`src/rtl/core/lsfe_pkg.sv`:
```
`timescale 1ns / 1ps

package lsfe_pkg;

	localparam logic [2:0] MODE_CMD  = 3'd0;
	localparam logic [2:0] MODE_DATA = 3'd1;
	localparam logic [2:0] MODE_TEXT = 3'd2;
	localparam logic [2:0] MODE_GFX  = 3'd3;
	localparam logic [2:0] MODE_BNUM = 3'd4;
	localparam logic [2:0] MODE_WNUM = 3'd5;

	localparam logic [7:0] SYNC_CMD   = 8'hF8;
	localparam logic [7:0] SYNC_DATA  = 8'hFA;
	localparam logic [7:0] DIGIT_ZERO = 8'h30;
	localparam logic [7:0] GFX_BASE   = 8'h80;

	// floor(x / 10) == (x * RECIP_10) >> 35 for every 32-bit x
	localparam logic [31:0] RECIP_10 = 32'hCCCC_CCCD;

	localparam int NUM_DIGITS  = 10;
	localparam int BNUM_DIGITS = 3;
	localparam int CNT_W       = 4;
	localparam int QUEUE_DEPTH = 4;

	typedef struct packed {
		logic       is_data;
		logic [7:0] value;
		logic       last;
	} entry_t;

	function automatic logic [7:0] text_row_base(input logic [1:0] r);
		logic [7:0] b;
		case (r)
			2'd0: b = 8'h80;
			2'd1: b = 8'h90;
			2'd2: b = 8'h88;
			default: b = 8'h98;
		endcase
		return b;
	endfunction

endpackage

```
`src/rtl/core/lcd_serial_frame_encoder.sv`:
```
`timescale 1ns / 1ps

// channel   handshake           payload
// request   push / full         mode, byte_value, number, row, column, pixel_word
// bytes     empty / pop         spi_byte, last_byte
//
// an item yields 3 (command, data, text cursor), 12 (graphic word), 9 (byte number)
// or 30 (word number) bytes, one per cycle while pop is held; codes 6 and 7 yield none
// the front takes no new item until it has passed every entry of the last one to the queue;
// number modes pass each decimal digit through the F_MUL and F_DIG states, using the
// shared divide-by-ten multiplier in turn for every digit
// a stall on pop fills the entry queue and holds the front, so full stays high; reset clears all control

module lcd_serial_frame_encoder import lsfe_pkg::*; #(
	parameter int QDEPTH = QUEUE_DEPTH
) (
	input  logic        clk,
	input  logic        arst_n,
	input  logic        push,
	output logic        full,
	input  logic [2:0]  mode,
	input  logic [7:0]  byte_value,
	input  logic [31:0] number,
	input  logic [4:0]  row,
	input  logic [2:0]  column,
	input  logic [15:0] pixel_word,
	output logic        empty,
	input  logic        pop,
	output logic [7:0]  spi_byte,
	output logic        last_byte
);

	entry_t f_data;
	logic   f_push;
	logic   f_full;
	entry_t b_data;
	logic   b_empty;
	logic   b_pop;

	lsfe_front u_front (
		.clk        (clk),
		.arst_n     (arst_n),
		.push       (push),
		.full       (full),
		.mode       (mode),
		.byte_value (byte_value),
		.number     (number),
		.row        (row),
		.column     (column),
		.pixel_word (pixel_word),
		.ent_push   (f_push),
		.ent_data   (f_data),
		.ent_full   (f_full)
	);

	lsfe_queue #(.DEPTH(QDEPTH)) u_queue (
		.clk     (clk),
		.arst_n  (arst_n),
		.push    (f_push),
		.wr_data (f_data),
		.full    (f_full),
		.pop     (b_pop),
		.rd_data (b_data),
		.empty   (b_empty)
	);

	lsfe_back u_back (
		.clk       (clk),
		.arst_n    (arst_n),
		.q_data    (b_data),
		.q_empty   (b_empty),
		.q_pop     (b_pop),
		.spi_byte  (spi_byte),
		.last_byte (last_byte),
		.empty     (empty),
		.pop       (pop)
	);

endmodule

```
`src/rtl/core/lsfe_front.sv`:
```
`timescale 1ns / 1ps

module lsfe_front import lsfe_pkg::*; (
	input  logic        clk,
	input  logic        arst_n,
	input  logic        push,
	output logic        full,
	input  logic [2:0]  mode,
	input  logic [7:0]  byte_value,
	input  logic [31:0] number,
	input  logic [4:0]  row,
	input  logic [2:0]  column,
	input  logic [15:0] pixel_word,
	output logic        ent_push,
	output entry_t      ent_data,
	input  logic        ent_full
);

	typedef enum logic [1:0] {F_IDLE, F_MUL, F_DIG, F_EMIT} fstate_t;

	fstate_t            state_q;
	logic [CNT_W-1:0]   cnt_q;
	logic [2:0]         mode_q;
	logic [7:0]         byte_q;
	logic [4:0]         row_q;
	logic [2:0]         col_q;
	logic [15:0]        pix_q;
	logic [31:0]        x_q;
	logic [63:0]        prod_q;
	logic [3:0]         digits_q [NUM_DIGITS];

	logic               accept;
	logic [28:0]        quot;
	logic [31:0]        quot10;
	logic [31:0]        rem;
	logic [CNT_W-1:0]   last_digit;

	assign full     = (state_q != F_IDLE);
	assign accept   = push && !full;
	assign ent_push = (state_q == F_EMIT) && !ent_full;

	assign quot   = prod_q[63:35];
	assign quot10 = {quot, 3'b000} + {2'b00, quot, 1'b0};
	assign rem    = x_q - quot10;
	assign last_digit = (mode_q == MODE_WNUM) ? CNT_W'(NUM_DIGITS - 1) : CNT_W'(BNUM_DIGITS - 1);

	always_comb begin
		ent_data      = '0;
		ent_data.last = (cnt_q == '0);
		unique case (mode_q) inside
			MODE_CMD: begin
				ent_data.value = byte_q;
			end
			MODE_DATA: begin
				ent_data.is_data = 1'b1;
				ent_data.value   = byte_q;
			end
			MODE_TEXT: begin
				ent_data.value = text_row_base(row_q[1:0]) | {5'b00000, col_q};
			end
			MODE_GFX: begin
				unique case (cnt_q[1:0])
					2'd3: ent_data.value = GFX_BASE | {3'b000, row_q};
					2'd2: ent_data.value = GFX_BASE | {5'b00000, col_q};
					2'd1: begin
						ent_data.is_data = 1'b1;
						ent_data.value   = pix_q[15:8];
					end
					default: begin
						ent_data.is_data = 1'b1;
						ent_data.value   = pix_q[7:0];
					end
				endcase
			end
			MODE_BNUM, MODE_WNUM: begin
				ent_data.is_data = 1'b1;
				ent_data.value   = DIGIT_ZERO | {4'b0000, digits_q[cnt_q]};
			end
			default: begin
				ent_data.value = byte_q;
			end
		endcase
	end

	always_ff @(posedge clk) begin
		if (state_q == F_DIG) begin
			digits_q[cnt_q] <= rem[3:0];
		end
	end

	always_ff @(posedge clk or negedge arst_n) begin
		if (!arst_n) begin
			state_q <= F_IDLE;
			cnt_q   <= '0;
			mode_q  <= MODE_CMD;
			byte_q  <= '0;
			row_q   <= '0;
			col_q   <= '0;
			pix_q   <= '0;
			x_q     <= '0;
			prod_q  <= '0;
		end else begin
			unique case (state_q)
				F_IDLE: begin
					if (accept) begin
						mode_q <= mode;
						byte_q <= byte_value;
						row_q  <= row;
						col_q  <= column;
						pix_q  <= pixel_word;
						unique case (mode) inside
							MODE_CMD, MODE_DATA, MODE_TEXT: begin
								cnt_q   <= '0;
								state_q <= F_EMIT;
							end
							MODE_GFX: begin
								cnt_q   <= CNT_W'(3);
								state_q <= F_EMIT;
							end
							MODE_BNUM: begin
								cnt_q   <= '0;
								x_q     <= {24'h000000, number[7:0]};
								state_q <= F_MUL;
							end
							MODE_WNUM: begin
								cnt_q   <= '0;
								x_q     <= number;
								state_q <= F_MUL;
							end
							default: state_q <= F_IDLE;
						endcase
					end
				end
				F_MUL: begin
					prod_q  <= 64'(x_q) * 64'(RECIP_10);
					state_q <= F_DIG;
				end
				F_DIG: begin
					x_q <= {3'b000, quot};
					if (cnt_q == last_digit) begin
						state_q <= F_EMIT;
					end else begin
						cnt_q   <= cnt_q + 1'b1;
						state_q <= F_MUL;
					end
				end
				F_EMIT: begin
					if (ent_push) begin
						if (cnt_q == '0) begin
							state_q <= F_IDLE;
						end else begin
							cnt_q <= cnt_q - 1'b1;
						end
					end
				end
				default: state_q <= F_IDLE;
			endcase
		end
	end

endmodule

```
`src/rtl/core/lsfe_queue.sv`:
```
`timescale 1ns / 1ps

module lsfe_queue import lsfe_pkg::*; #(
	parameter int DEPTH = QUEUE_DEPTH
) (
	input  logic   clk,
	input  logic   arst_n,
	input  logic   push,
	input  entry_t wr_data,
	output logic   full,
	input  logic   pop,
	output entry_t rd_data,
	output logic   empty
);

	localparam int PW = (DEPTH > 1) ? $clog2(DEPTH) : 1;
	localparam int CW = $clog2(DEPTH + 1);

	entry_t          slots_q [DEPTH];
	logic [PW-1:0]   wr_ptr_q;
	logic [PW-1:0]   rd_ptr_q;
	logic [CW-1:0]   count_q;
	logic            do_push;
	logic            do_pop;

	assign full    = (count_q == CW'(DEPTH));
	assign empty   = (count_q == '0);
	assign do_push = push && !full;
	assign do_pop  = pop && !empty;
	assign rd_data = slots_q[rd_ptr_q];

	always_ff @(posedge clk) begin
		if (do_push) begin
			slots_q[wr_ptr_q] <= wr_data;
		end
	end

	always_ff @(posedge clk or negedge arst_n) begin
		if (!arst_n) begin
			wr_ptr_q <= '0;
			rd_ptr_q <= '0;
			count_q  <= '0;
		end else begin
			if (do_push) begin
				wr_ptr_q <= (wr_ptr_q == PW'(DEPTH - 1)) ? '0 : wr_ptr_q + 1'b1;
			end
			if (do_pop) begin
				rd_ptr_q <= (rd_ptr_q == PW'(DEPTH - 1)) ? '0 : rd_ptr_q + 1'b1;
			end
			if (do_push && !do_pop) begin
				count_q <= count_q + 1'b1;
			end else if (do_pop && !do_push) begin
				count_q <= count_q - 1'b1;
			end
		end
	end

endmodule

```
`src/rtl/core/lsfe_back.sv`:
```
`timescale 1ns / 1ps

module lsfe_back import lsfe_pkg::*; (
	input  logic       clk,
	input  logic       arst_n,
	input  entry_t     q_data,
	input  logic       q_empty,
	output logic       q_pop,
	output logic [7:0] spi_byte,
	output logic       last_byte,
	output logic       empty,
	input  logic       pop
);

	typedef enum logic [1:0] {PH_SYNC, PH_HIGH, PH_LOW} phase_t;

	phase_t     phase_q;
	logic       busy_q;
	entry_t     ent_q;
	logic       out_valid_q;
	logic [7:0] byte_q;
	logic       last_q;

	logic       advance;
	logic [7:0] cur_byte;

	assign advance = !out_valid_q || pop;
	assign q_pop   = !q_empty && (!busy_q || (advance && phase_q == PH_LOW));

	always_comb begin
		unique case (phase_q)
			PH_SYNC: cur_byte = ent_q.is_data ? SYNC_DATA : SYNC_CMD;
			PH_HIGH: cur_byte = {ent_q.value[7:4], 4'b0000};
			default: cur_byte = {ent_q.value[3:0], 4'b0000};
		endcase
	end

	always_ff @(posedge clk or negedge arst_n) begin
		if (!arst_n) begin
			phase_q     <= PH_SYNC;
			busy_q      <= 1'b0;
			ent_q       <= '0;
			out_valid_q <= 1'b0;
			byte_q      <= '0;
			last_q      <= 1'b0;
		end else begin
			if (advance) begin
				out_valid_q <= busy_q;
				if (busy_q) begin
					byte_q <= cur_byte;
					last_q <= ent_q.last && (phase_q == PH_LOW);
				end
			end
			if (q_pop) begin
				ent_q   <= q_data;
				phase_q <= PH_SYNC;
				busy_q  <= 1'b1;
			end else if (advance && busy_q) begin
				unique case (phase_q)
					PH_SYNC: phase_q <= PH_HIGH;
					PH_HIGH: phase_q <= PH_LOW;
					default: begin
						phase_q <= PH_SYNC;
						busy_q  <= 1'b0;
					end
				endcase
			end
		end
	end

	assign spi_byte  = byte_q;
	assign last_byte = last_q;
	assign empty     = !out_valid_q;

endmodule

```
`config.mk`:
```
export PLATFORM = sky130hd
export DESIGN_NAME = lcd_serial_frame_encoder
export DESIGN_NICKNAME = d
export VERILOG_FILES = /design/src/rtl/core/lsfe_pkg.sv /design/src/rtl/core/lcd_serial_frame_encoder.sv /design/src/rtl/core/lsfe_front.sv /design/src/rtl/core/lsfe_queue.sv /design/src/rtl/core/lsfe_back.sv
export SDC_FILE = /design/constraint.sdc
export NUM_CORES = 1
export LEC_CHECK = 0
export BUFFER_PORTS_ARGS = -buffer_cell sky130_fd_sc_hd__buf_2
export CORE_ASPECT_RATIO = 1.75
export CORE_MARGIN = 2
export CORE_UTILIZATION = 35
export DETAILED_ROUTE_END_ITERATION = 6
export HOLD_SLACK_MARGIN = 0.1
export SLEW_MARGIN = 30
export SYNTH_ARGS = -nofsm -noshare
export SYNTH_HDL_FRONTEND = slang
export SYNTH_SLANG_ARGS = --single-unit
```
`constraint.sdc`:
```
create_clock -name clk -period 11.7 [get_ports clk]
set_input_delay 2.34 -clock clk [delete_from_list [all_inputs] [get_ports clk]]
set_output_delay 2.34 -clock clk [all_outputs]
set_load 0.05 [all_outputs]
```
## Word level (Yosys, flattened, before mapping)

Memory sizes are Yosys's and may differ from the RTL's. A register that Yosys moved wholly into a read port is not among the register bits.
Cells that the tools add are included.

- Bits in registers: 157
- Latch bits: 0
- RAM bits: 80
- Memory bits (read-only): 0
- Input port bits: 71
- Output and inout port bits: 11
- Memories: 2

- $add $sub $neg: 8
- Multipliers: 1
- Div/mod/pow operators: 0
- Magnitude comparators: 0
- Eq/ne operators: 32
- Shifts and indexed selects: 0
- Multiplexer cells: 38
- Bitwise operators: 1
- Reductions and logical operators: 44

Memory list:

| name | depth | width | rd ports | clocked after Yosys merged registers in | wr ports | RTL line | source |
|---|---|---|---|---|---|---|---|
| u_front.digits_q | 10 | 4 | 1 | 0 | 1 | lsfe_front.sv:30 | `logic [3:0] digits_q [NUM_DIGITS];` |
| u_queue.slots_q | 4 | 10 | 1 | 1 | 1 | lsfe_queue.sv:19 | `entry_t slots_q [DEPTH];` |

Operators with widths:

| cell | number |
|---|---|
| $pmux 32 s2 | 2 |
| $mul 32x32->64 const B | 1 |
| $pmux 8 s3 | 2 |
| $mux 32 | 1 |
| $mux 4 | 5 |
| $mux 2 | 9 |
| $eq 2x2->1 const B | 8 |
| $pmux 8 s2 | 1 |
| $eq 3x3->1 const B | 5 |
| $pmux 5 s3 | 1 |
| $eq 3x2->1 const B | 4 |
| $pmux 4 s3 | 1 |
| $logic_and 1x1->1 | 10 |
| $eq 2x1->1 const B | 4 |
| $logic_not 1->1 | 8 |
| $mux 1 | 8 |
| $mux 8 | 1 |
| $ne 2x1->1 const B | 4 |
| $or 8x3->8 | 1 |
| $pmux 2 s2 | 2 |
| $pmux 2 s4 | 1 |
| $pmux 4 s2 | 1 |
| $reduce_bool 2->1 | 4 |
| $reduce_or 2->1 | 4 |
| 25 further kinds | 36 |

## Depth between registers and ports, before layout

Gate-level depths: netlist of the first run.

- Depth in word-level cells: 9
- Gate-level depth with buffers: 24
- Depth with buffers taken out: 23

## Cells and area by module

A second synthesis of the first run with hierarchy kept.

- Cells, all modules: 2484
- Area total of the unflattened synthesis: 26252.7 µm²

By module, submodules not included:

| module | times used | cells an instance | area an instance (µm²) | seq. area each (µm²) |
|---|---|---|---|---|
| lsfe_front | 1 | 2290 | 23239.8 | 3753.6 |
| lsfe_queue | 1 | 89 | 1895.6 | 1376.3 |
| lsfe_back | 1 | 105 | 1117.3 | 525.5 |

## Worst setup path before layout of the first run

OpenSTA, ideal clock, no wires.

- Path kind: register to register
- Start point: register u_front.x_q[9]
- End point: register u_front.prod_q[47]
- Library setup time: 0.069 ns
- Data arrival time: 6.727 ns
- Required time: 11.631 ns
- Slack: 4.904 ns
- Stages on the path, launching flop included: 23
- Period minus slack after synthesis: 6.796 ns
- Path through: dfrtp_1 ha_1 clkbuf_1 xor2_1 ha_1 a21o_1 fa_1 inv_1 fa_1 inv_1 fa_1 fa_1 fa_1 fa_1 ha_1 nand3_1 or4_4 a2111o_1 a31oi_2 nor2_2 o31a_1 or4_1 nand3_1

- Word-level cells in the longest chain between the ends: 1

RTL lines:

| what | RTL line | source |
|---|---|---|
| from (decl) | lsfe_front.sv:28 | `logic [31:0] x_q;` |
| from (signal assigned) | lsfe_front.sv:122 | `x_q <= {24'h000000, number[7:0]};` |
| from (signal assigned) | lsfe_front.sv:127 | `x_q <= number;` |
| from (signal assigned) | lsfe_front.sv:139 | `x_q <= {3'b000, quot};` |
| $mul 32x32->64 | lsfe_front.sv:135 | `prod_q <= 64'(x_q) * 64'(RECIP_10);` |
| to (signal assigned) | lsfe_front.sv:135 |  |
| to (decl) | lsfe_front.sv:29 | `logic [63:0] prod_q;` |

Every way passes these cells.
A chain may end at the register's enable or synchronous reset.

## Final worst setup path of the first run

- Start point: register u_front.x_q[8]
- End point: register u_front.prod_q[53]

Same word-level chain as after synthesis.

==> results of run 1 <==
-- routing by layer --
metal	share of wire (%)	vias to the layer above
met3	2.6	312
met1	31	9287
met4	13	0
met2	53	548
met5	0	-
li1	-	8334
-- kinds of logic after synthesis --
| kind of cell | Yosys count |
|---|---|
| muxes | 83 |
| xor gates and xnor gates | 69 |
| other | 1 |
| DFF | 210 |
| buffers and inverters | 639 |
| AOI/OAI and AO/OA | 352 |
| and+or+nand+nor | 418 |
| adders and majority gates | 746 |
-- cell type report --
cell class / instances / area (µm²) / share of cell area [%]
Antenna cell: 1 / 2.502 / 0.008780
Clock buffer: 34 / 648.1 / 2.274
Clock inverter: 10 / 120.1 / 0.4214
Inverter: 557 / 2091 / 7.336
Multi-Input combinational cell: 1670 / 18280 / 64.13
Sequential cell: 210 / 5655 / 19.84
Tap cell: 945 / 1182 / 4.149
Timing Repair Buffer: 92 / 523.0 / 1.835
-- cell usage after synthesis (4+ instances only) --
cell	instances	area share, %
inv_1	556	7.9
fa_1	388	30
ha_1	358	17
nand2_1	161	2.3
dfrtp_1	130	12
a21oi_1	97	1.8
edfxtp_1	80	9.1
nor2_1	76	1.1
clkbuf_1	71	1.0
o21ai_0	64	1.2
nand3_1	55	1.0
mux2_2	46	2.0
a21o_1	44	1.3
xor2_1	39	1.3
a31oi_1	35	0.83
xnor2_1	30	1.0
nand4_1	29	0.69
mux4_2	21	1.8
nor3_1	17	0.32
mux2i_1	16	0.61
o211ai_1	16	0.46
and2_1	15	0.36
a211oi_1	14	0.40
and3_1	12	0.29
nor4_1	9	0.21
o21a_1	9	0.26
o22ai_1	9	0.21
nand3b_1	8	0.23
o21bai_1	8	0.23
o31ai_1	8	0.23
or3_1	8	0.19
buf_1	7	0.10
nand2b_1	7	0.17
or4_1	6	0.17
and4_1	4	0.13
-- stage by stage --
stage               hold slack (ns)  util [%]
floorplan                    0.4492         -
global placement             0.4610     37.05
detailed placement           0.4605     37.09
CTS                          0.4749     38.12
global route                 0.4909     38.14
finish                       0.4703     38.14
-- state kept, by name, summed over array words and instances, names as in the netlist, 3 cells and up --
| register | count |
|---|---|
| u_front.cnt_q | 4 |
| u_back.spi_byte | 6 |
| u_front.prod_q | 29 |
| u_back.ent_q | 10 |
| u_front.pix_q | 16 |
| u_front.row_q | 5 |
| u_queue.slots_q | 40 |
| u_queue.count_q | 3 |
| u_front.col_q | 3 |
| u_front.x_q | 32 |
| u_front.mode_q | 3 |
| u_front.byte_q | 8 |
| u_front.digits_q | 40 |
-- worst max path at each step --
stage,end,start,slack [ns]
CTS,u_front.prod_q[53],u_front.x_q[8],3.75
global placement,u_front.prod_q[53],u_front.x_q[8],3.84
floorplan,u_front.prod_q[47],u_front.x_q[9],4.90
finish,u_front.prod_q[53],u_front.x_q[8],3.64
detailed placement,u_front.prod_q[53],u_front.x_q[8],3.79
global route,u_front.prod_q[54],u_front.x_q[8],3.40
-- worst max-delay path, stage by stage, from the launching register on --
cell and delay, ns:
dfrtp_1 0.75, ha_1 0.52, inv_1 0.18, fa_1 0.56, inv_1 0.05, fa_1 0.50
inv_1 0.06, fa_1 0.49, inv_1 0.05, fa_1 0.65, fa_1 0.47, fa_1 0.52
fa_1 0.44, ha_1 0.42, nand2_2 0.10, or4_4 0.54, a311o_2 0.41, a211oi_2 0.47
o2111ai_1 0.29, a311o_1 0.39, o211ai_1 0.09
-- cell usage in the layout (no fill, tap or decap), types with 64 or more instances in the layout --
master    instances
dfrtp_1         130
nor2_1           75
o21ai_0          64
inv_1           556
nand2_1         159
a21oi_1          97
fa_1            388
ha_1            358
buf_2            78
edfxtp_1         80
==> results.py, run 1 <==
metrics = {
    "status": {
        "outcome": "finished clean",
    },
    "setup_path": {
        "r2r_start": "u_front.x_q[8]",
        "r2r_slack_ns": 3.64,
        "arrival_ns": 8.52,
        "worstSetupStartpointType": "flip-flop",
        "critPathCaptureType": "flip-flop",
        "criticalPathCategory": "flip-flop to flip-flop",
        "cp_max_fo": 8,
        "reg2regPathDepth": 20,
        "r2r_end": "u_front.prod_q[53]",
        "critPathRequiredTime_ns": 12.16,
    },
    "logic_synthesis": {
        "synth-seq-cells": 210,
        "synth_top_family_by_area": "adder cells",
        "avgSynthCellArea_um2": 10.45,
        "synth-adder-area-share_pct": 46.55,
        "synthArstFlopShare_pct": 61.90,
        "synth-simple-area-share_pct": 7.486,
        "synth_xor_area_share_pct": 2.297,
        "ys_seq_area_share_pct": 21.50,
        "synth.distinct_cells": 76,
        "synth_mux_area_share_pct": 4.376,
        "synth_warnings": 0,
        "synth_area_um2": 26310,
        "synth_compound_area_share_pct": 8.618,
        "synth_edf_count": 80,
        "synth_flop_cell": "dfrtp_1",
        "synthCells": 2518,
    },
    "sta": {
        "final_max_slew_viol_count": 0,
        "fmax_ghz": 0.1241,
        "min_period_over_period_pct": 68.89,
        "fin_ws_ns": 3.640,
        "finalHoldViolations": 0,
        "finalSetupViolCount": 0,
        "relSlewSlack_pct": 30.99,
        "rsz0062_at_grt": "no",
        "tightest_slew_ns": 1.026,
        "skew_ns": 0.01945,
        "min_period_ns": 8.060,
        "tns_ns": 0,
    },
    "global_route": {
        "grt_pass1_wl_um": 126600,
        "grt_use_total_pct": 22.47,
        "grt-ovfl-total": 0,
        "grt_use_met1_pct": 20.43,
        "grt_pass1_vias": 20820,
        "grt_max_degree": 71,
        "grt_use_met2_pct": 41.99,
        "antenna_found_initial": 0,
        "grt.busiest_layer": "met2",
        "met3_usage_pct": 1.909,
    },
    "worst_hold_path": {
        "hp-class": "flip-flop to flip-flop",
        "holdPathStages": 1,
        "hold_end": "u_back.spi_byte[3]",
        "hp-start": "u_back.spi_byte[3]",
    },
    "layout": {
        "final_area_um2": 28500,
        "syn_to_final_growth_pct": 8.343,
        "nNetsFinal": 3372,
        "drive_above_1_share_pct": 8.434,
        "nFillCells": 7416,
        "instances_no_fill": 3519,
    },
    "drt": {
        "wl_um": 84970,
        "first_iter_violations": 1022,
        "vias": 18480,
        "antenna_left": 0,
        "post_drt_wl_per_cell_um": 24.15,
        "viasPerCell": 5.252,
        "dr.pass1.iters": 5,
        "drc_errors": 0,
    },
    "place": {
        "dpl_cell_area_um2": 27710,
        "finalWeightedCongestion": 1.007,
        "io_buffers": 79,
        "dp.final_hpwl_um": 73750,
        "dp_slack_ns": 3.787,
        "dp_cells": 3474,
    },
    "clock_tree": {
        "clkSlewWorstSetupHoldPaths_ns": 0.06,
        "cts_num_sinks": 210,
        "clock_path_buffers": 3,
        "clk_latency_ns": 0.55,
        "htreeDepth": 1,
        "cts_tree": "yes",
        "cts.repair.resized": 0,
        "cts_made_buffers": 24,
        "clock-root-buffer": "clkbuf_16",
        "cts_hold_buf": 0,
        "cts.repair_timing.setup_buffer_count": 0,
    },
    "floorplan": {
        "die_w_um": 211.2,
        "die_height_um": 366.7,
        "core-area_um2": 74720,
        "start_util_pct": 35.21,
        "io_pins": 82,
        "dieArea_um2": 77460,
        "core.rowCount": 133,
    },
    "run": {
        "maxCapViolations": 0,
    },
}
Power of run 1 is left out: the tool's default activity adds up to more than one toggle a clock period on the data nets, which glitch-free logic cannot reach.
==> inputs of run 2 (changes only) <==
--- a/config.mk
+++ b/config.mk
@@ -5,6 +5,7 @@
 export SDC_FILE = /design/constraint.sdc
 export NUM_CORES = 1
 export LEC_CHECK = 0
+export ABC_AREA = 1
 export BUFFER_PORTS_ARGS = -buffer_cell sky130_fd_sc_hd__buf_2
 export CORE_ASPECT_RATIO = 1.75
 export CORE_MARGIN = 2
==> constraint.sdc (replaced) <==
create_clock -name clk -period 8.3 [get_ports clk]
set_input_delay 1.66 -clock clk [delete_from_list [all_inputs] [get_ports clk]]
set_output_delay 1.66 -clock clk [all_outputs]
set_load 0.05 [all_outputs]
==> results.py, run 2 <==
metrics = {
    "logic_synthesis": {
        "synthTopCellsByCount": "inv_1 (789), nand2_1 (561), fa_1 (388), ha_1 (358), nor2_1 (202)",
        "yosys-top-cells-area": "fa_1 (28%), ha_1 (16%), dfrtp_1 (12%)",
        "synth_warnings": 0,
        "synth_flop_cell": "dfrtp_1",
        "synthCells": 3120,
        "synthArstFlopShare_pct": 61.90,
        "synth-seq-cells": 210,
        "yosys.area.top_type": "fa_1",
        "ys_seq_area_share_pct": 20.54,
        "avgSynthCellArea_um2": 8.825,
        "synth_top_cell_area_share_pct": 28.21,
        "yosysMostFrequentCell": "inv_1",
        "synth_edf_count": 80,
        "synth_area_um2": 27530,
        "synth.distinct_cells": 53,
    },
    "setup_path": {
        "r2r_end": "u_front.prod_q[37]",
        "cpMaxStageDelayCell": "xor2_1",
        "path_delay_family": "adder cells",
        "critPathCaptureType": "flip-flop",
        "crit_buf_inv": 6,
        "reg2regPathDepth": 25,
        "critPathRequiredTime_ns": 8.73,
        "r2r_start": "u_front.x_q[2]",
        "slowest_delay_ns": 0.70,
        "worstSetupStartpointType": "flip-flop",
        "criticalPathCategory": "flip-flop to flip-flop",
        "cp_max_fo": 7,
        "worstSetupStartpoint": "u_front.x_q[2]",
        "arrival_ns": 7.79,
        "r2r_slack_ns": 0.95,
    },
    "clock_tree": {
        "cts_hold_buf": 0,
        "clk_latency_ns": 0.58,
        "cts.repair.resized": 0,
        "cts.repair_timing.setup_buffer_count": 0,
        "cts_made_buffers": 26,
        "cts_tree": "yes",
        "htreeDepth": 1,
        "clock-root-buffer": "clkbuf_16",
        "clkSlewWorstSetupHoldPaths_ns": 0.06,
        "cts_num_sinks": 210,
        "clock_path_buffers": 3,
    },
    "layout": {
        "seq_area_um2": 5655,
        "nNetsFinal": 4029,
        "multi_input_area_um2": 18680,
        "top_regs": "u_front.digits_q x40, u_queue.slots_q x40, u_front.x_q x32",
        "layout_commonest_cell": "inv_1",
        "final_area_um2": 30140,
        "layout_common_cells": "inv_1 (789), nand2_1 (561), fa_1 (388)",
        "drive_above_1_share_pct": 6.714,
        "instances_no_fill": 4268,
        "syn_to_final_growth_pct": 9.448,
        "nFillCells": 8037,
    },
    "worst_hold_path": {
        "hp-class": "flip-flop to flip-flop",
        "hp-start": "u_back.spi_byte[7]",
        "hold_end": "u_back.spi_byte[7]",
        "holdPathStages": 2,
    },
    "drt": {
        "first_iter_violations": 1035,
        "vias": 20990,
        "antenna_left": 0,
        "drc_errors": 1,
        "wl_um": 99650,
        "viasPerCell": 4.918,
        "post_drt_wl_per_cell_um": 23.35,
        "dr.pass1.iters": 7,
    },
    "floorplan": {
        "io_pins": 82,
        "start_util_pct": 35.18,
        "core.rowCount": 136,
        "core-area_um2": 78280,
        "die_w_um": 216.0,
        "dieArea_um2": 81020,
        "die_height_um": 375.0,
    },
    "sta": {
        "min_period_over_period_pct": 88.60,
        "fmax_ghz": 0.1360,
        "finalSetupViolCount": 0,
        "relSlewSlack_pct": 35.28,
        "rsz0062_at_grt": "no",
        "finalHoldViolations": 0,
        "tightest_slew_ns": 0.9681,
        "min_period_ns": 7.354,
        "tns_ns": 0,
        "skew_ns": 0.02323,
        "final_max_slew_viol_count": 0,
    },
    "global_route": {
        "grt-ovfl-total": 0,
        "grt_max_degree": 77,
        "grt_pass1_vias": 23320,
        "grt_pass1_wl_um": 147500,
        "grt_use_total_pct": 25.26,
        "antenna_found_initial": 1,
    },
    "place": {
        "dp_cells": 4219,
        "io_buffers": 79,
        "finalWeightedCongestion": 1.016,
        "dp.final_hpwl_um": 86330,
        "dpl_cell_area_um2": 29220,
    },
    "status": {
        "outcome": "finished with violations",
        "violations": "DRC",
    },
    "run": {
        "maxCapViolations": 0,
    },
}
==> run 2: changes by cell type after synthesis, moves of 21 or more <==
| cell | delta |
|---|---|
| nor2_1 | +126 |
| nand3_1 | +41 |
| mux4_2 | -21 |
| clkbuf_1 | -53 |
| a31oi_1 | -24 |
| inv_1 | +233 |
| a21o_1 | -36 |
| nand2_1 | +400 |
==> run 2: cell families after synthesis <==
group	count (synthesis)	share of synthesized area, %
simple gates	959	14.48
buf+inv	844	11.67
fa+ha+maj	746	44.48
compound gates	277	5.907
flops	210	20.54
xor+xnor	54	1.718
mux	29	1.186
other cells	1	0.01362
==> run 2: metrics by stage <==
stage	worst slack [ns]	hold WS, ns	util [%]
2_1_floorplan	2.339	0.4494	-
3_3_place_gp	1.034	0.4576	37.34
3_5_place_dp	1.004	0.4654	37.34
4_1_cts	0.9674	0.4827	38.48
5_1_grt	0.6836	0.5056	38.50
6_report	0.9459	0.4834	38.50
==> run 2: how the worst max path moves through the flow <==
stage / to / cells past startpoint
2_1_floorplan: u_front.prod_q[52] / 25
3_3_place_gp: u_front.prod_q[37] / 24
3_5_place_dp: u_front.prod_q[37] / 24
4_1_cts: u_front.prod_q[37] / 25
5_1_grt: u_front.prod_q[37] / 25
6_report: u_front.prod_q[37] / 25
==> run 2: metal layers <==
metal	wire length (µm)	GRT usage, %	up-vias	part of all wire, %
li1	-	-	9804	-
met1	31090	22.77	10320	31
met2	51900	46.70	548	52
met3	2735	2.344	321	2.7
met4	13920	27.67	0	14
met5	0	0	-	0
==> run 2: worst reg2reg max path, stage by stage, from the launching register on <==
cell	delay (ns)
dfrtp_1	0.48
buf_4	0.23
ha_1	0.50
xor2_1	0.70
nand2_1	0.10
nand2_1	0.25
fa_1	0.50
fa_1	0.44
fa_1	0.58
fa_1	0.45
fa_1	0.52
inv_1	0.06
fa_1	0.49
inv_1	0.04
ha_1	0.40
nand2_1	0.16
nor2_1	0.21
inv_1	0.10
o21ai_0	0.31
inv_1	0.07
nand2_1	0.13
inv_1	0.08
nand2_1	0.07
nand2_1	0.05
nand3_1	0.17
o21ai_0	0.12
==> run 2: area by class of cell <==
class	count	share of cell area (%)
Clock inverter	13	0.6436
Antenna cell	1	0.008304
Multi-Input combinational cell	2067	61.98
Inverter	803	10.01
Clock buffer	35	2.338
Timing Repair Buffer	104	1.956
Tap cell	1035	4.297
Sequential cell	210	18.77
Power of run 2 is left out for the same reason.
